==> config.mk <==
export PLATFORM = sky130hd
export DESIGN_NAME = sbr_digit_cell
export DESIGN_NICKNAME = d
export VERILOG_FILES = /design/src/rtl/sbr_pkg.sv /design/src/rtl/sbr_digit_cell.sv
export SDC_FILE = /design/constraint.sdc
export NUM_CORES = 1
export LEC_CHECK = 0
export BUFFER_PORTS_ARGS = -buffer_cell sky130_fd_sc_hd__buf_2
export CORE_MARGIN = 3
export CORE_UTILIZATION = 46
export DETAILED_ROUTE_END_ITERATION = 8
export PLACE_DENSITY = 0.77
export SYNTH_ARGS = -nofsm -noshare
export SYNTH_HDL_FRONTEND = slang
export SYNTH_SLANG_ARGS = --single-unit
==> constraint.sdc <==
create_clock -name clk -period 0.8 [get_ports clk]
set_input_delay 0.08 -clock clk [delete_from_list [all_inputs] [get_ports clk]]
set_output_delay 0.08 -clock clk [all_outputs]
set_load 0.01 [all_outputs]
==> src/rtl/sbr_pkg.sv <==
// ----------------------------------------------------------------------------
// Shape boundary radius package
// Shared types, register indexes, side codes and the CORDIC arctangent table.
// ----------------------------------------------------------------------------
package sbr_pkg;

    localparam int VW = 36;
    localparam int RW = 34;

    localparam logic [2:0] REG_SHAPE_KIND = 3'd0;
    localparam logic [2:0] REG_HALF_X     = 3'd1;
    localparam logic [2:0] REG_HALF_Y     = 3'd2;
    localparam logic [2:0] REG_CENTER_X   = 3'd3;
    localparam logic [2:0] REG_CENTER_Y   = 3'd4;
    localparam logic [2:0] REG_HEADING    = 3'd5;

    localparam logic [2:0] SIDE_RIGHT   = 3'd0;
    localparam logic [2:0] SIDE_LEFT    = 3'd1;
    localparam logic [2:0] SIDE_TOP     = 3'd2;
    localparam logic [2:0] SIDE_BOTTOM  = 3'd3;
    localparam logic [2:0] SIDE_ELLIPSE = 3'd4;

    typedef struct packed {
        logic                 valid;
        logic                 zero;
        logic signed [VW-1:0] x;
        logic signed [VW-1:0] y;
        logic [31:0]          z;
    } vec_t;

    typedef struct packed {
        logic                 valid;
        logic                 neg;
        logic signed [15:0]   r;
        logic signed [15:0]   phi;
        logic signed [RW-1:0] x;
        logic signed [RW-1:0] y;
        logic signed [RW-1:0] z;
    } rot_t;

    typedef struct packed {
        logic        valid;
        logic        sqrt_mode;
        logic        sat;
        logic [2:0]  side;
        logic [35:0] rem;
        logic [63:0] feed;
        logic [32:0] den;
        logic [31:0] q;
    } dig_t;

    function automatic logic [31:0] atan_tab(input logic [4:0] k);
        logic [31:0] v;
        unique case (k)
            5'd0:  v = 32'h20000000;
            5'd1:  v = 32'h12E4051E;
            5'd2:  v = 32'h09FB385B;
            5'd3:  v = 32'h051111D4;
            5'd4:  v = 32'h028B0D43;
            5'd5:  v = 32'h0145D7E1;
            5'd6:  v = 32'h00A2F61E;
            5'd7:  v = 32'h00517C55;
            5'd8:  v = 32'h0028BE53;
            5'd9:  v = 32'h00145F2F;
            5'd10: v = 32'h000A2F98;
            5'd11: v = 32'h000517CC;
            5'd12: v = 32'h00028BE6;
            5'd13: v = 32'h000145F3;
            5'd14: v = 32'h0000A2FA;
            5'd15: v = 32'h0000517D;
            5'd16: v = 32'h000028BE;
            5'd17: v = 32'h0000145F;
            5'd18: v = 32'h00000A30;
            5'd19: v = 32'h00000518;
            5'd20: v = 32'h0000028C;
            5'd21: v = 32'h00000146;
            5'd22: v = 32'h000000A3;
            5'd23: v = 32'h00000051;
            5'd24: v = 32'h00000029;
            5'd25: v = 32'h00000014;
            5'd26: v = 32'h0000000A;
            5'd27: v = 32'h00000005;
            5'd28: v = 32'h00000003;
            5'd29: v = 32'h00000001;
            5'd30: v = 32'h00000001;
            default: v = 32'h00000000;
        endcase
        return v;
    endfunction

endpackage

==> src/rtl/sbr_digit_cell.sv <==
// ----------------------------------------------------------------------------
// Digit recurrence cell
// One registered step of restoring division or of the integer square root.
// ----------------------------------------------------------------------------
module sbr_digit_cell
    import sbr_pkg::*;
(
    input  logic clk,
    input  logic rst_n,
    input  logic en,
    input  dig_t d,
    output dig_t q
);

    logic [35:0] rem2;
    logic [35:0] trial;
    logic        ge;
    dig_t        q_next;

    always_comb
    begin
        q_next = d;
        if (d.sqrt_mode)
        begin
            rem2  = {d.rem[33:0], d.feed[63:62]};
            trial = {2'b00, d.q, 2'b01};
            q_next.feed = {d.feed[61:0], 2'b00};
        end
        else
        begin
            rem2  = {d.rem[34:0], d.feed[63]};
            trial = {3'b000, d.den};
            q_next.feed = {d.feed[62:0], 1'b0};
        end
        ge = (rem2 >= trial);
        q_next.rem = ge ? (rem2 - trial) : rem2;
        q_next.q   = {d.q[30:0], ge};
    end

    always_ff @(posedge clk or negedge rst_n)
    begin
        if (!rst_n)
            q <= '0;
        else if (en)
            q <= q_next;
    end

endmodule

; Yosys cells after proc, flatten, opt, wreduce, memory -nomap -nowiden
; Cells that the tools add are included.
; Widths: inputs -> output; s select.
[totals]
input_bits = 174
regBits = 171
output_inout_bits = 171
[classes]
addsub = 1
order_cmp = 1
n_mux = 4
[op_table]
columns = operator, n
row1 = $mux 36, 2
row2 = $mux 64, 1
row3 = $ge 36x36->1, 1
row4 = $sub 36x36->36, 1
row5 = $mux 34, 1

; Longest topological paths before layout
[depth]
ltp_word = 3
mapped_depth = 17

; Worst setup path before layout
; OpenSTA, ideal clock, no wires.
[synth_timing]
path_type = input port to flip-flop
start = input d[169] in the netlist's numbering
end = register q[163] in the netlist's numbering
stages = 15
arrival_ns = 4.032
n_path_buf = 5
setup_ns = 0.125
setup_slack_ns = -3.356
required_ns = 0.675
cell_sequence = clkbuf_1 > clkbuf_1 > buf_1 > buf_1 > mux2i_1 > ha_1 > buf_2 > nand4_2 > or4_4 > nor3b_2 > o21ai_2 > a21o_1 > a2111oi_4 > xnor2_1 > mux2_2
[synth_via]
elab_chain_cells = 3
elab_cells_between_ends = 5
[synth_rtl]
columns = element, line
row1 = "start, declared", sbr_digit_cell.sv:11  ; input dig_t d,
row2 = $mux 36 / $mux 34 (equally long branches), sbr_digit_cell.sv:23  ; if (d.sqrt_mode)
row3 = $sub 36x36->36 / $ge 36x36->1 (equally long branches), "sbr_digit_cell.sv:36, sbr_digit_cell.sv:35"
row4 = $mux 36 *, sbr_digit_cell.sv:36  ; q_next.rem = ge ? (rem2 - trial) : rem2;
row5 = "end signal, assigned", sbr_digit_cell.sv:45  ; q <= q_next;
row6 = "end, declared", sbr_digit_cell.sv:12  ; output dig_t q
; Mark *: on every way between the ends. The rest lies on a longest branch, timed or not.
; A chain may end at the register's enable or synchronous reset.

; Worst setup path after layout
[layout_timing]
start = input d[169] in the netlist's numbering
end = register q[129] in the netlist's numbering
; The elaborated chain is that of the path after synthesis.

==> flow_summary.json <==
{
  "status": "finished with violations",
  "failed_checks": "negative hold slack, negative setup slack",
  "synthToLayoutAreaGrowth_pct": 83.3,
  "clkPwrFrac": 0.253,
  "grt-ovfl-total": 0,
  "die_w_um": 153,
  "setup_viol": 274,
  "wl_per_cell_um": 24.2,
  "vias": 12031,
  "end_kind": "flop",
  "post-route-period-util": 3.53,
  "min_path_type": "input port to flop",
  "maxCapViolations": 0,
  "p_per_area_mw_per_mm2": 1910,
  "netlist_area_mm2": 0.00988,
  "synth_warnings": 0,
  "final_common_cell": "buf_2",
  "netlist-cell-type-count": 62,
  "nNetsFinal": 1933,
  "largestRegisters": "q x170",
  "ant_nets": 0,
  "cts_sinks": 170,
  "synth_edf_count": 0,
  "seqPwrFrac": 0.310,
  "synthArstFlopShare": 1.00,
  "place_area_mm2": 0.0133,
  "drt-total-wl_um": 48700,
  "grt_max_degree": 41,
  "core_area_mm2": 0.0207,
  "r2r_start": "q[164]",
  "grt_usage": 0.332,
  "r2r_slack_ns": -0.20,
  "final_critical_path_setup_slack_ns": -2.03,
  "hpwl_um": 24300,
  "p_comb_frac": 0.437,
  "fin_crit_ns": 2.83,
  "drcViolationCount": 0,
  "grt_pass1_wl_um": 62800,
  "cts-root-buf": "clkbuf_16",
  "antenna_found_initial": 6,
  "fillers": 899,
  "fin_area_mm2": 0.0181,
  "ys.flop_type": "dfrtp_1",
  "numCtsBuffers": 17,
  "die_h_um": 153,
  "largest_register": "q",
  "p_int_uw": 22100,
  "grt_pass1_vias": 11891,
  "ios": 345,
  "synthCells": 977,
  "io_buffers": 342,
  "final.setup_skew_ns": 0,
  "min_to": "q[31]",
  "place_inst": 1698,
  "htree_levels": 4,
  "busiest_layer": "met2",
  "grt_use_met3": 0.0704,
  "drive_above_1_share": 0.547,
  "syn_nets": 1186,
  "required_ns": 1.13,
  "clock_latency_ns": 0.44,
  "layout.cells.non_filler": 2011,
  "synth_seq_cells": 170,
  "power_switching_share": 0.360,
  "p_sw_uw": 12500,
  "cts_tree": "done",
  "timing.reg2reg.worst_path_depth": 4,
  "crit_start": "d[169]",
  "drt_pass1_iterations": 5,
  "largest_reg_flops": 170,
  "multi_input_area_mm2": 0.00649,
  "slew_viol_final": 0,
  "ys_seq_area_frac": 0.431,
  "fin_hold_ws_ns": -0.0264,
  "finalHoldViolations": 2,
  "layout_common_cells": "buf_2, buf_4, dfrtp_1, dlygate4sd3_1, buf_6",
  "vdd_drop_max_mv": 1.53,
  "clock_path_buffers": 2,
  "regArea_mm2": 0.00425,
  "hold_depth": 2,
  "syn_avg_cell_area_um2": 10.1,
  "max_freq_mhz": 354,
  "crit_path_max_fanout": 20,
  "arrival_ns": 3.15,
  "met2_usage": 0.587,
  "rr_endpoint": "q[164]",
  "hold_start": "en",
  "drt-initial-drc-count": 1036,
  "path_clk_slew_ns": 0.07,
  "vias_per_cell": 5.98,
  "placementRows": 52,
  "startpoint_type": "input port",
  "rsz0062_at_grt": "true",
  "criticalPathCategory": "input port to flop",
  "place_congestion": 0.924,
  "dieArea_mm2": 0.0233,
  "start_util": 0.477,
  "use_met1": 0.379,
  "cts_hold_buf": 129,
  "power.leakage_uw": 0.00871
}
## per-layer routing
metal | routed length (µm) | up-vias
met4 | 3810 | 4
met2 | 24500 | 868
met3 | 4090 | 334
met1 | 16300 | 5821
li1 | - | 5004
met5 | 30 | -
## cell usage after synthesis (2+ instances only)
library cell	count	area, µm²
or3_1	3	18.8
o31ai_1	2	15.0
a21oi_1	128	641
buf_2	15	75.1
nor3_1	5	25.0
o221ai_1	2	17.5
nor2_1	123	462
mux2i_1	107	1070
o21a_1	5	37.5
nand3_1	15	75.1
o311ai_1	2	17.5
buf_1	13	48.8
inv_1	15	56.3
nand4_1	8	50.1
xor2_1	10	87.6
and3_1	4	25.0
dfrtp_1	170	4250
a21o_1	19	143
nand2b_1	5	31.3
o21bai_1	3	22.5
a221o_1	3	30.0
mux2_2	106	1190
nand2_1	50	188
and2_1	4	25.0
o21ai_0	16	80.1
or2_2	4	25.0
a31oi_1	16	100
a211oi_1	7	52.6
ha_1	34	425
clkbuf_1	36	135
xnor2_1	16	140
## area by class of cell
cell class / count / area share
Antenna cell: 4 / 0.000553
Clock buffer: 17 / 0.0235
Clock inverter: 15 / 0.00968
Inverter: 16 / 0.00346
Multi-Input combinational cell: 726 / 0.359
Sequential cell: 170 / 0.235
Tap cell: 270 / 0.0187
Timing Repair Buffer: 793 / 0.350
## power by group through the flow
| stage | Combinational (µW) | Clock [µW] | Sequential, µW |
|---|---|---|---|
| 3_5_place_dp | 9600 | 0 | 10500 |
| 5_1_grt | 15800 | 9100 | 10800 |
| 3_3_place_gp | 9400 | 0 | 10500 |
| 2_1_floorplan | 4810 | 0 | 11100 |
| 6_report | 15100 | 8770 | 10700 |
| 4_1_cts | 12100 | 8610 | 10500 |
## critical path, stage by stage
cell and delay, ns:
buf_16 0.14, buf_8 0.21, mux2_2 0.39, ha_1 0.38, a21o_1 0.22, a31oi_1 0.36, nand4_1 0.24, o21ai_4 0.29
a21o_4 0.20, buf_4 0.13, buf_6 0.13, mux2i_1 0.10, mux2_4 0.26
## stage by stage
step / total power (µW) / utilization / TNS (ns) / setup WS (ns)
final: 34600 / 0.875 / -120.07 / -2.03
after global routing: 35700 / 0.875 / -125.76 / -2.08
after CTS: 31200 / 0.810 / -106.48 / -1.81
after detailed placement: 20100 / 0.644 / -147.13 / -2.68
after global placement: 19900 / 0.644 / -140.29 / -2.63
after floorplan: 15900 / - / -92.30 / -2.28
## repair_timing
item	4_1_cts	5_1_grt
resized for setup	154	200
setup endpoints to repair	264	266
cloned	3	2
pin swaps	30	65
endpoints found under the hold margin	294	2
setup buffers	93	73
## kinds of logic (layout without fill, tap and decap cells)
logic type                 Yosys count  count (layout)  share of synthesized area
AOI/OAI and AO/OA                  223             223                      0.138
xor gates and xnor gates            26              26                     0.0231
adders and majority gates           35              35                     0.0451
buffers and inverters               81             841                     0.0331
DFF                                170             170                      0.431
muxes                              213             213                      0.229
other                                1               5                   0.000380
and+or+nand+nor                    228             228                      0.100
## worst max-delay path by stage
| stage | endpoint | slack, ns | cells past startpoint |
|---|---|---|---|
| 2_1_floorplan | q[163] | -2.28 | 15 |
| 3_3_place_gp | q[162] | -2.63 | 14 |
| 3_5_place_dp | q[162] | -2.68 | 13 |
| 4_1_cts | q[163] | -1.81 | 15 |
| 5_1_grt | q[144] | -2.08 | 14 |
| 6_report | q[129] | -2.03 | 13 |
Note: power is estimated with default switching activity, not from simulation.
