===== src/rtl/sbr_pkg.sv =====
// ----------------------------------------------------------------------------
// Shape boundary radius package
// Shared types, register indexes, side codes and the CORDIC arctangent table.
// ----------------------------------------------------------------------------
package sbr_pkg;

    localparam int VW = 36;
    localparam int RW = 34;

    localparam logic [2:0] REG_SHAPE_KIND = 3'd0;
    localparam logic [2:0] REG_HALF_X     = 3'd1;
    localparam logic [2:0] REG_HALF_Y     = 3'd2;
    localparam logic [2:0] REG_CENTER_X   = 3'd3;
    localparam logic [2:0] REG_CENTER_Y   = 3'd4;
    localparam logic [2:0] REG_HEADING    = 3'd5;

    localparam logic [2:0] SIDE_RIGHT   = 3'd0;
    localparam logic [2:0] SIDE_LEFT    = 3'd1;
    localparam logic [2:0] SIDE_TOP     = 3'd2;
    localparam logic [2:0] SIDE_BOTTOM  = 3'd3;
    localparam logic [2:0] SIDE_ELLIPSE = 3'd4;

    typedef struct packed {
        logic                 valid;
        logic                 zero;
        logic signed [VW-1:0] x;
        logic signed [VW-1:0] y;
        logic [31:0]          z;
    } vec_t;

    typedef struct packed {
        logic                 valid;
        logic                 neg;
        logic signed [15:0]   r;
        logic signed [15:0]   phi;
        logic signed [RW-1:0] x;
        logic signed [RW-1:0] y;
        logic signed [RW-1:0] z;
    } rot_t;

    typedef struct packed {
        logic        valid;
        logic        sqrt_mode;
        logic        sat;
        logic [2:0]  side;
        logic [35:0] rem;
        logic [63:0] feed;
        logic [32:0] den;
        logic [31:0] q;
    } dig_t;

    function automatic logic [31:0] atan_tab(input logic [4:0] k);
        logic [31:0] v;
        unique case (k)
            5'd0:  v = 32'h20000000;
            5'd1:  v = 32'h12E4051E;
            5'd2:  v = 32'h09FB385B;
            5'd3:  v = 32'h051111D4;
            5'd4:  v = 32'h028B0D43;
            5'd5:  v = 32'h0145D7E1;
            5'd6:  v = 32'h00A2F61E;
            5'd7:  v = 32'h00517C55;
            5'd8:  v = 32'h0028BE53;
            5'd9:  v = 32'h00145F2F;
            5'd10: v = 32'h000A2F98;
            5'd11: v = 32'h000517CC;
            5'd12: v = 32'h00028BE6;
            5'd13: v = 32'h000145F3;
            5'd14: v = 32'h0000A2FA;
            5'd15: v = 32'h0000517D;
            5'd16: v = 32'h000028BE;
            5'd17: v = 32'h0000145F;
            5'd18: v = 32'h00000A30;
            5'd19: v = 32'h00000518;
            5'd20: v = 32'h0000028C;
            5'd21: v = 32'h00000146;
            5'd22: v = 32'h000000A3;
            5'd23: v = 32'h00000051;
            5'd24: v = 32'h00000029;
            5'd25: v = 32'h00000014;
            5'd26: v = 32'h0000000A;
            5'd27: v = 32'h00000005;
            5'd28: v = 32'h00000003;
            5'd29: v = 32'h00000001;
            5'd30: v = 32'h00000001;
            default: v = 32'h00000000;
        endcase
        return v;
    endfunction

endpackage


===== src/rtl/sbr_rot_cell.sv =====
// ----------------------------------------------------------------------------
// Rotation CORDIC cell
// One registered micro-rotation that turns the vector by the residual angle.
// ----------------------------------------------------------------------------
module sbr_rot_cell
    import sbr_pkg::*;
#(
    parameter int STAGE = 0
)
(
    input  logic clk,
    input  logic rst_n,
    input  logic en,
    input  rot_t d,
    output rot_t q
);

    localparam logic [4:0] K = 5'(STAGE);

    logic signed [RW-1:0] xs;
    logic signed [RW-1:0] ys;
    logic signed [RW-1:0] at;
    rot_t                 q_next;

    assign xs = d.x >>> K;
    assign ys = d.y >>> K;
    assign at = $signed({{(RW-32){1'b0}}, atan_tab(K)});

    always_comb
    begin
        q_next = d;
        if (!d.z[RW-1])
        begin
            q_next.x = d.x - ys;
            q_next.y = d.y + xs;
            q_next.z = d.z - at;
        end
        else
        begin
            q_next.x = d.x + ys;
            q_next.y = d.y - xs;
            q_next.z = d.z + at;
        end
    end

    always_ff @(posedge clk or negedge rst_n)
    begin
        if (!rst_n)
            q <= '0;
        else if (en)
            q <= q_next;
    end

endmodule


===== config.mk =====
export PLATFORM = sky130hd
export DESIGN_NAME = sbr_rot_cell
export DESIGN_NICKNAME = d
export VERILOG_FILES = /design/src/rtl/sbr_pkg.sv /design/src/rtl/sbr_rot_cell.sv
export SDC_FILE = /design/constraint.sdc
export NUM_CORES = 1
export LEC_CHECK = 0
export BUFFER_PORTS_ARGS = -buffer_cell sky130_fd_sc_hd__buf_2
export CAP_MARGIN = 30
export CORE_UTILIZATION = 59
export DETAILED_ROUTE_END_ITERATION = 10
export GPL_TIMING_DRIVEN = 0
export HOLD_SLACK_MARGIN = 0.12
export PLACE_DENSITY_LB_ADDON = 0.15
export SYNTH_ARGS = -nofsm -noshare
export SYNTH_HDL_FRONTEND = slang
export SYNTH_SLANG_ARGS = --single-unit

===== constraint.sdc =====
create_clock -name clk -period 2.1 [get_ports clk]
set_clock_uncertainty 0.2 [all_clocks]
set_input_delay 0.105 -clock clk [delete_from_list [all_inputs] [get_ports clk]]
set_output_delay 0.105 -clock clk [all_outputs]
set_load 0.01 [all_outputs]

==> impl_metrics.tcl, run 1 <==
set metrics [dict create \
    outcome "did not finish" \
    lastStage "global routing" \
    error_line "[ERROR GRT-0116] Global routing finished with congestion. Check the congestion regions in the DRC Viewer." \
    ys_warn_count 0 \
    synthSimpleGateAreaFrac_pct 12.6 \
    grt_max_degree 78 \
    synth_compound_area_share_pct 23.2 \
    synth_xor_area_share_pct 5.35 \
    core.rowCount 49 \
    htree_levels 4 \
    synth.distinct_cells 79 \
    portBuffers 274 \
    synth_async_sr_flop_share_pct 100 \
    first_global_vias 16800 \
    io_pins 275 \
    muxShareOfSynthArea_pct 9.24 \
    syn-cell-area_um2 11000 \
    die_h_um 138 \
    grt_pass1_wl_um 106000 \
    synth_top_area_share_pct 30.8 \
    cts_root_buf "clkbuf_16" \
    track_usage_pct 73.5 \
    die_w_um 138 \
    syn_area_per_cell_um2 8.55 \
    synth-edff-count 0 \
    synth_top_family_by_area "compound AO/OA/AOI/OAI gates" \
    syn-instance-count 1283 \
    placed_area_um2 13200 \
    netlist_top_cells_count "a21oi_1 (166), nor2_1 (141), dfrtp_1 (135)" \
    cts_sinks 135 \
    initial_core_util_pct 60.7 \
    synth_area_leaders "dfrtp_1 (31%), ha_1 (12%), mux2_2 (8.0%)" \
    yosysSeqAreaShare_pct 30.8 \
    gp_routability_congestion 1.06 \
    yosysTopAreaCell "dfrtp_1" \
    syn-num-nets 1528 \
    synth_seq_cells 135 \
    numCtsBuffers 17 \
    synth_most_common_cell "a21oi_1" \
    clock_path_buffers 2 \
    synthAdderAreaFrac_pct 12.4 \
    ys.flop_type "dfrtp_1" \
    grt_overflow 137 \
    hpwl_um 31900 \
]
[layer usage]
layer / GRT overflow / GRT usage, %
met5: 0 / 9.52
met2: 66 / 95.4
met4: 68 / 77.5
met1: 2 / 73.6
met3: 1 / 51.7
[logic make-up after synthesis]
kind of cell,count (synthesis)
AO/OA/AOI/OAI,409
flip-flops,135
multiplexers,91
XOR/XNOR,67
AND/OR/NAND/NOR,300
adder cells (fa/ha/maj),106
buffers and inverters,175
[per-stage QoR]
step | util [%] | setup WS [ns] | std cells | TNS (ns)
after detailed placement | 72.8 | -1.47 | 1787 | -56.27
after CTS | 92.7 | -0.414 | 2008 | -10.45
after floorplan | - | -0.568 | 1283 | -11.28
after global placement | 72.6 | -1.49 | 1786 | -200.32
[repair_timing]
item | in CTS
endpoints found under the hold margin | 210
endpoints found under the setup margin | 54
gates cloned | 2
buffers inserted | 123
resized for setup | 326
pin swaps | 151
hold buffers | 77
==> inputs of run 2 (changes only) <==
CORE_UTILIZATION = 40   (was 59)
HOLD_SLACK_MARGIN = default   (was 0.12)
==> run 2 against run 1 <==
Net effect:
- the flow now finishes, with violations (negative setup slack)
- area after synthesis unchanged
- synthesized cell count unchanged
==> impl_metrics.tcl, run 2 <==
set metrics [dict create \
    clk_latency_ns 0.43 \
    placed_area_um2 13300 \
    p_comb_share_pct 43.5 \
    cts_sinks 135 \
    netlist_top_cells_count "a21oi_1 (166), nor2_1 (141), dfrtp_1 (135)" \
    gp_routability_congestion 0.950 \
    first_global_vias 11800 \
    totalWireLength_um 45000 \
    drv_cap 0 \
    syn-num-nets 1528 \
    synth_most_common_cell "a21oi_1" \
    dp_slack_ns -1.42 \
    io_pins 275 \
    track_usage_pct 31.0 \
    die_h_um 168 \
    core.rowCount 60 \
    synth_seq_cells 135 \
    finalHoldViolations 0 \
    critPathRequiredTime_ns 2.22 \
    vias 12100 \
    syn_area_per_cell_um2 8.55 \
    crit_family "compound AO/OA/AOI/OAI gates" \
    grt_overflow 0 \
    start_kind "primary input" \
    final_cell_mix "buf_2 (253), dfrtp_1 (135), nor2_1 (129)" \
    period_needed_ns 2.60 \
    worstPathCellList "buf_12, inv_8, ha_4, buf_8, buf_12, inv_1, a21oi_4, o2111ai_4, o2111ai_4, a21oi_4, o41ai_4, a21oi_1, xnor2_1, mux2_4" \
    finalInstanceArea_um2 17300 \
    hpwl_um 32400 \
    antenna_found_initial 1 \
    yosysTopAreaCell "dfrtp_1" \
    cpPeakStageDelay_ns 0.37 \
    critical_path_class "primary input to register" \
    ys.flop_type "dfrtp_1" \
    endpoint_kind "register" \
    syn-instance-count 1283 \
    ant_nets 0 \
    final_util_pct 64.2 \
    tightest_slew_ns 0.990 \
    p_leak_nw 7.72 \
    p_sw_mw 4.33 \
    firstDrtPassIters 5 \
    syn_to_final_growth_pct 57.8 \
    synth_area_leaders "dfrtp_1 (31%), ha_1 (12%), mux2_2 (8.0%)" \
    clk_pin_slew_ns 0.07 \
    vias_per_cell 5.69 \
    peakVddDrop_v 0.000578 \
    p_sw_share_pct 38.5 \
    portBuffers 274 \
    finalPower_mw 11.2 \
    rsz0062_at_grt "true" \
    fin_nets 2013 \
    setup_tns_ns -10.68 \
    mostFrequentLayoutCell "buf_2" \
    cp.arrival_ns 2.71 \
    slew_headroom_pct 34.0 \
    path_buf_inv 5 \
    powerDensity_nw_per_um2 650 \
    clock_path_buffers 2 \
    die_area_um2 28100 \
    drv_slew 0 \
    grt_pass1_wl_um 67500 \
    syn-cell-area_um2 11000 \
    ys_warn_count 0 \
    htree_levels 4 \
    setup_viol 45 \
    outcome "finished with violations" \
    cts_tree "done" \
    largest_reg_flops 135 \
    synth-edff-count 0 \
    synth.distinct_cells 79 \
    remaining_drc_errors 0 \
    drt_iter0_markers 921 \
    synth_async_sr_flop_share_pct 100 \
    dp_cells 1900 \
    core_area_um2 27000 \
    seqPwrFrac_pct 28.9 \
    initial_core_util_pct 40.7 \
    top_regs "q x135" \
    grt_max_degree 82 \
    die_w_um 168 \
    wl_per_cell_um 21.2 \
    p_clk_share_pct 27.7 \
    slowest_stage "o2111ai_4" \
    n_fill_cell 2213 \
    p_int_mw 6.92 \
    period_share_pct 124 \
    top_register "q" \
    cts_root_buf "clkbuf_16" \
    setup_ws_ns -0.497 \
    fmax_ghz 0.385 \
    finalNonFillerCells 2123 \
    numCtsBuffers 17 \
    whs_ns 0.0619 \
    drive_above_1_share_pct 45.3 \
    yosysSeqAreaShare_pct 30.8 \
    critPathMaxFanout 9 \
    synth_top_area_share_pct 30.8 \
    hp-class "primary input to register" \
    failed_checks "negative setup slack" \
]
run 2: path summary, 6_finish.rpt:
kind	slack, ns	depth (start not counted)	start	to
max in group asynchronous	0.86	3	rst_n	q[78]
worst min register to register	0.27	1	q[33]	q[33]
min in group asynchronous	0.09	2	rst_n	q[114]
worst max-delay path	-0.50	14	d[45]	q[98]
worst max register to register	1.06	1	q[92]	q[92]
worst min-delay path	0.06	5	d[35]	q[69]
run 2: logic make-up (layout without fill, tap and decap cells):
family / after synthesis / count (layout) / synth area share (%)
buf+inv: 175 / 673 / 6.47
mux: 91 / 91 / 9.24
compound gates: 409 / 409 / 23.2
xor+xnor: 67 / 67 / 5.35
fa+ha+maj: 106 / 106 / 12.4
simple gates: 300 / 300 / 12.6
flops: 135 / 135 / 30.8
other cells: 0 / 1 / 0
run 2: area by class of cell:
type	instances	area [um^2]	area share, %
Tap cell	341	427	2.46
Buffer	66	449	2.59
Multi-Input combinational cell	973	8630	49.8
Timing Repair Buffer	470	3380	19.5
Clock inverter	14	156	0.903
Antenna cell	1	2.50	0.0145
Sequential cell	135	3380	19.5
Clock buffer	18	429	2.48
Inverter	105	460	2.66
run 2: what timing repair did:
item | 4_1_cts | 5_1_grt
pin swaps | 138 | 106
setup endpoints to repair | 53 | 52
hold endpoints to repair | 151 | 0
buffers inserted | 81 | 42
hold buffers | 73 | 0
gates cloned | 2 | 0
gates resized for setup | 321 | 118
run 2: power by group through the flow:
stage | combinational (mW) | sequential [mW] | clock [mW]
floorplan | 2.04 | 3.48 | 0
global placement | 3.65 | 3.28 | 0
detailed placement | 3.67 | 3.29 | 0
CTS | 4.49 | 3.24 | 3.16
global route | 5.18 | 3.30 | 3.24
finish | 4.89 | 3.25 | 3.11
run 2: worst min-delay path, stage by stage:
cell	delay (ns)
buf_4	0.13
fa_2	0.20
nor2_1	0.03
a21oi_1	0.11
a21oi_1	0.08
run 2: per-layer routing:
metal | track usage (%) | wire (um) | share of wire [%] | vias to the layer above
met5 | 0 | 0 | 0 | -
met4 | 14.7 | 2120 | 4.7 | 0
met3 | 4.51 | 3070 | 6.8 | 133
met2 | 53.0 | 21600 | 48 | 574
met1 | 38.4 | 18100 | 40 | 5866
li1 | - | - | - | 5513
No activity file was read; power rests on OpenSTA's default activity.
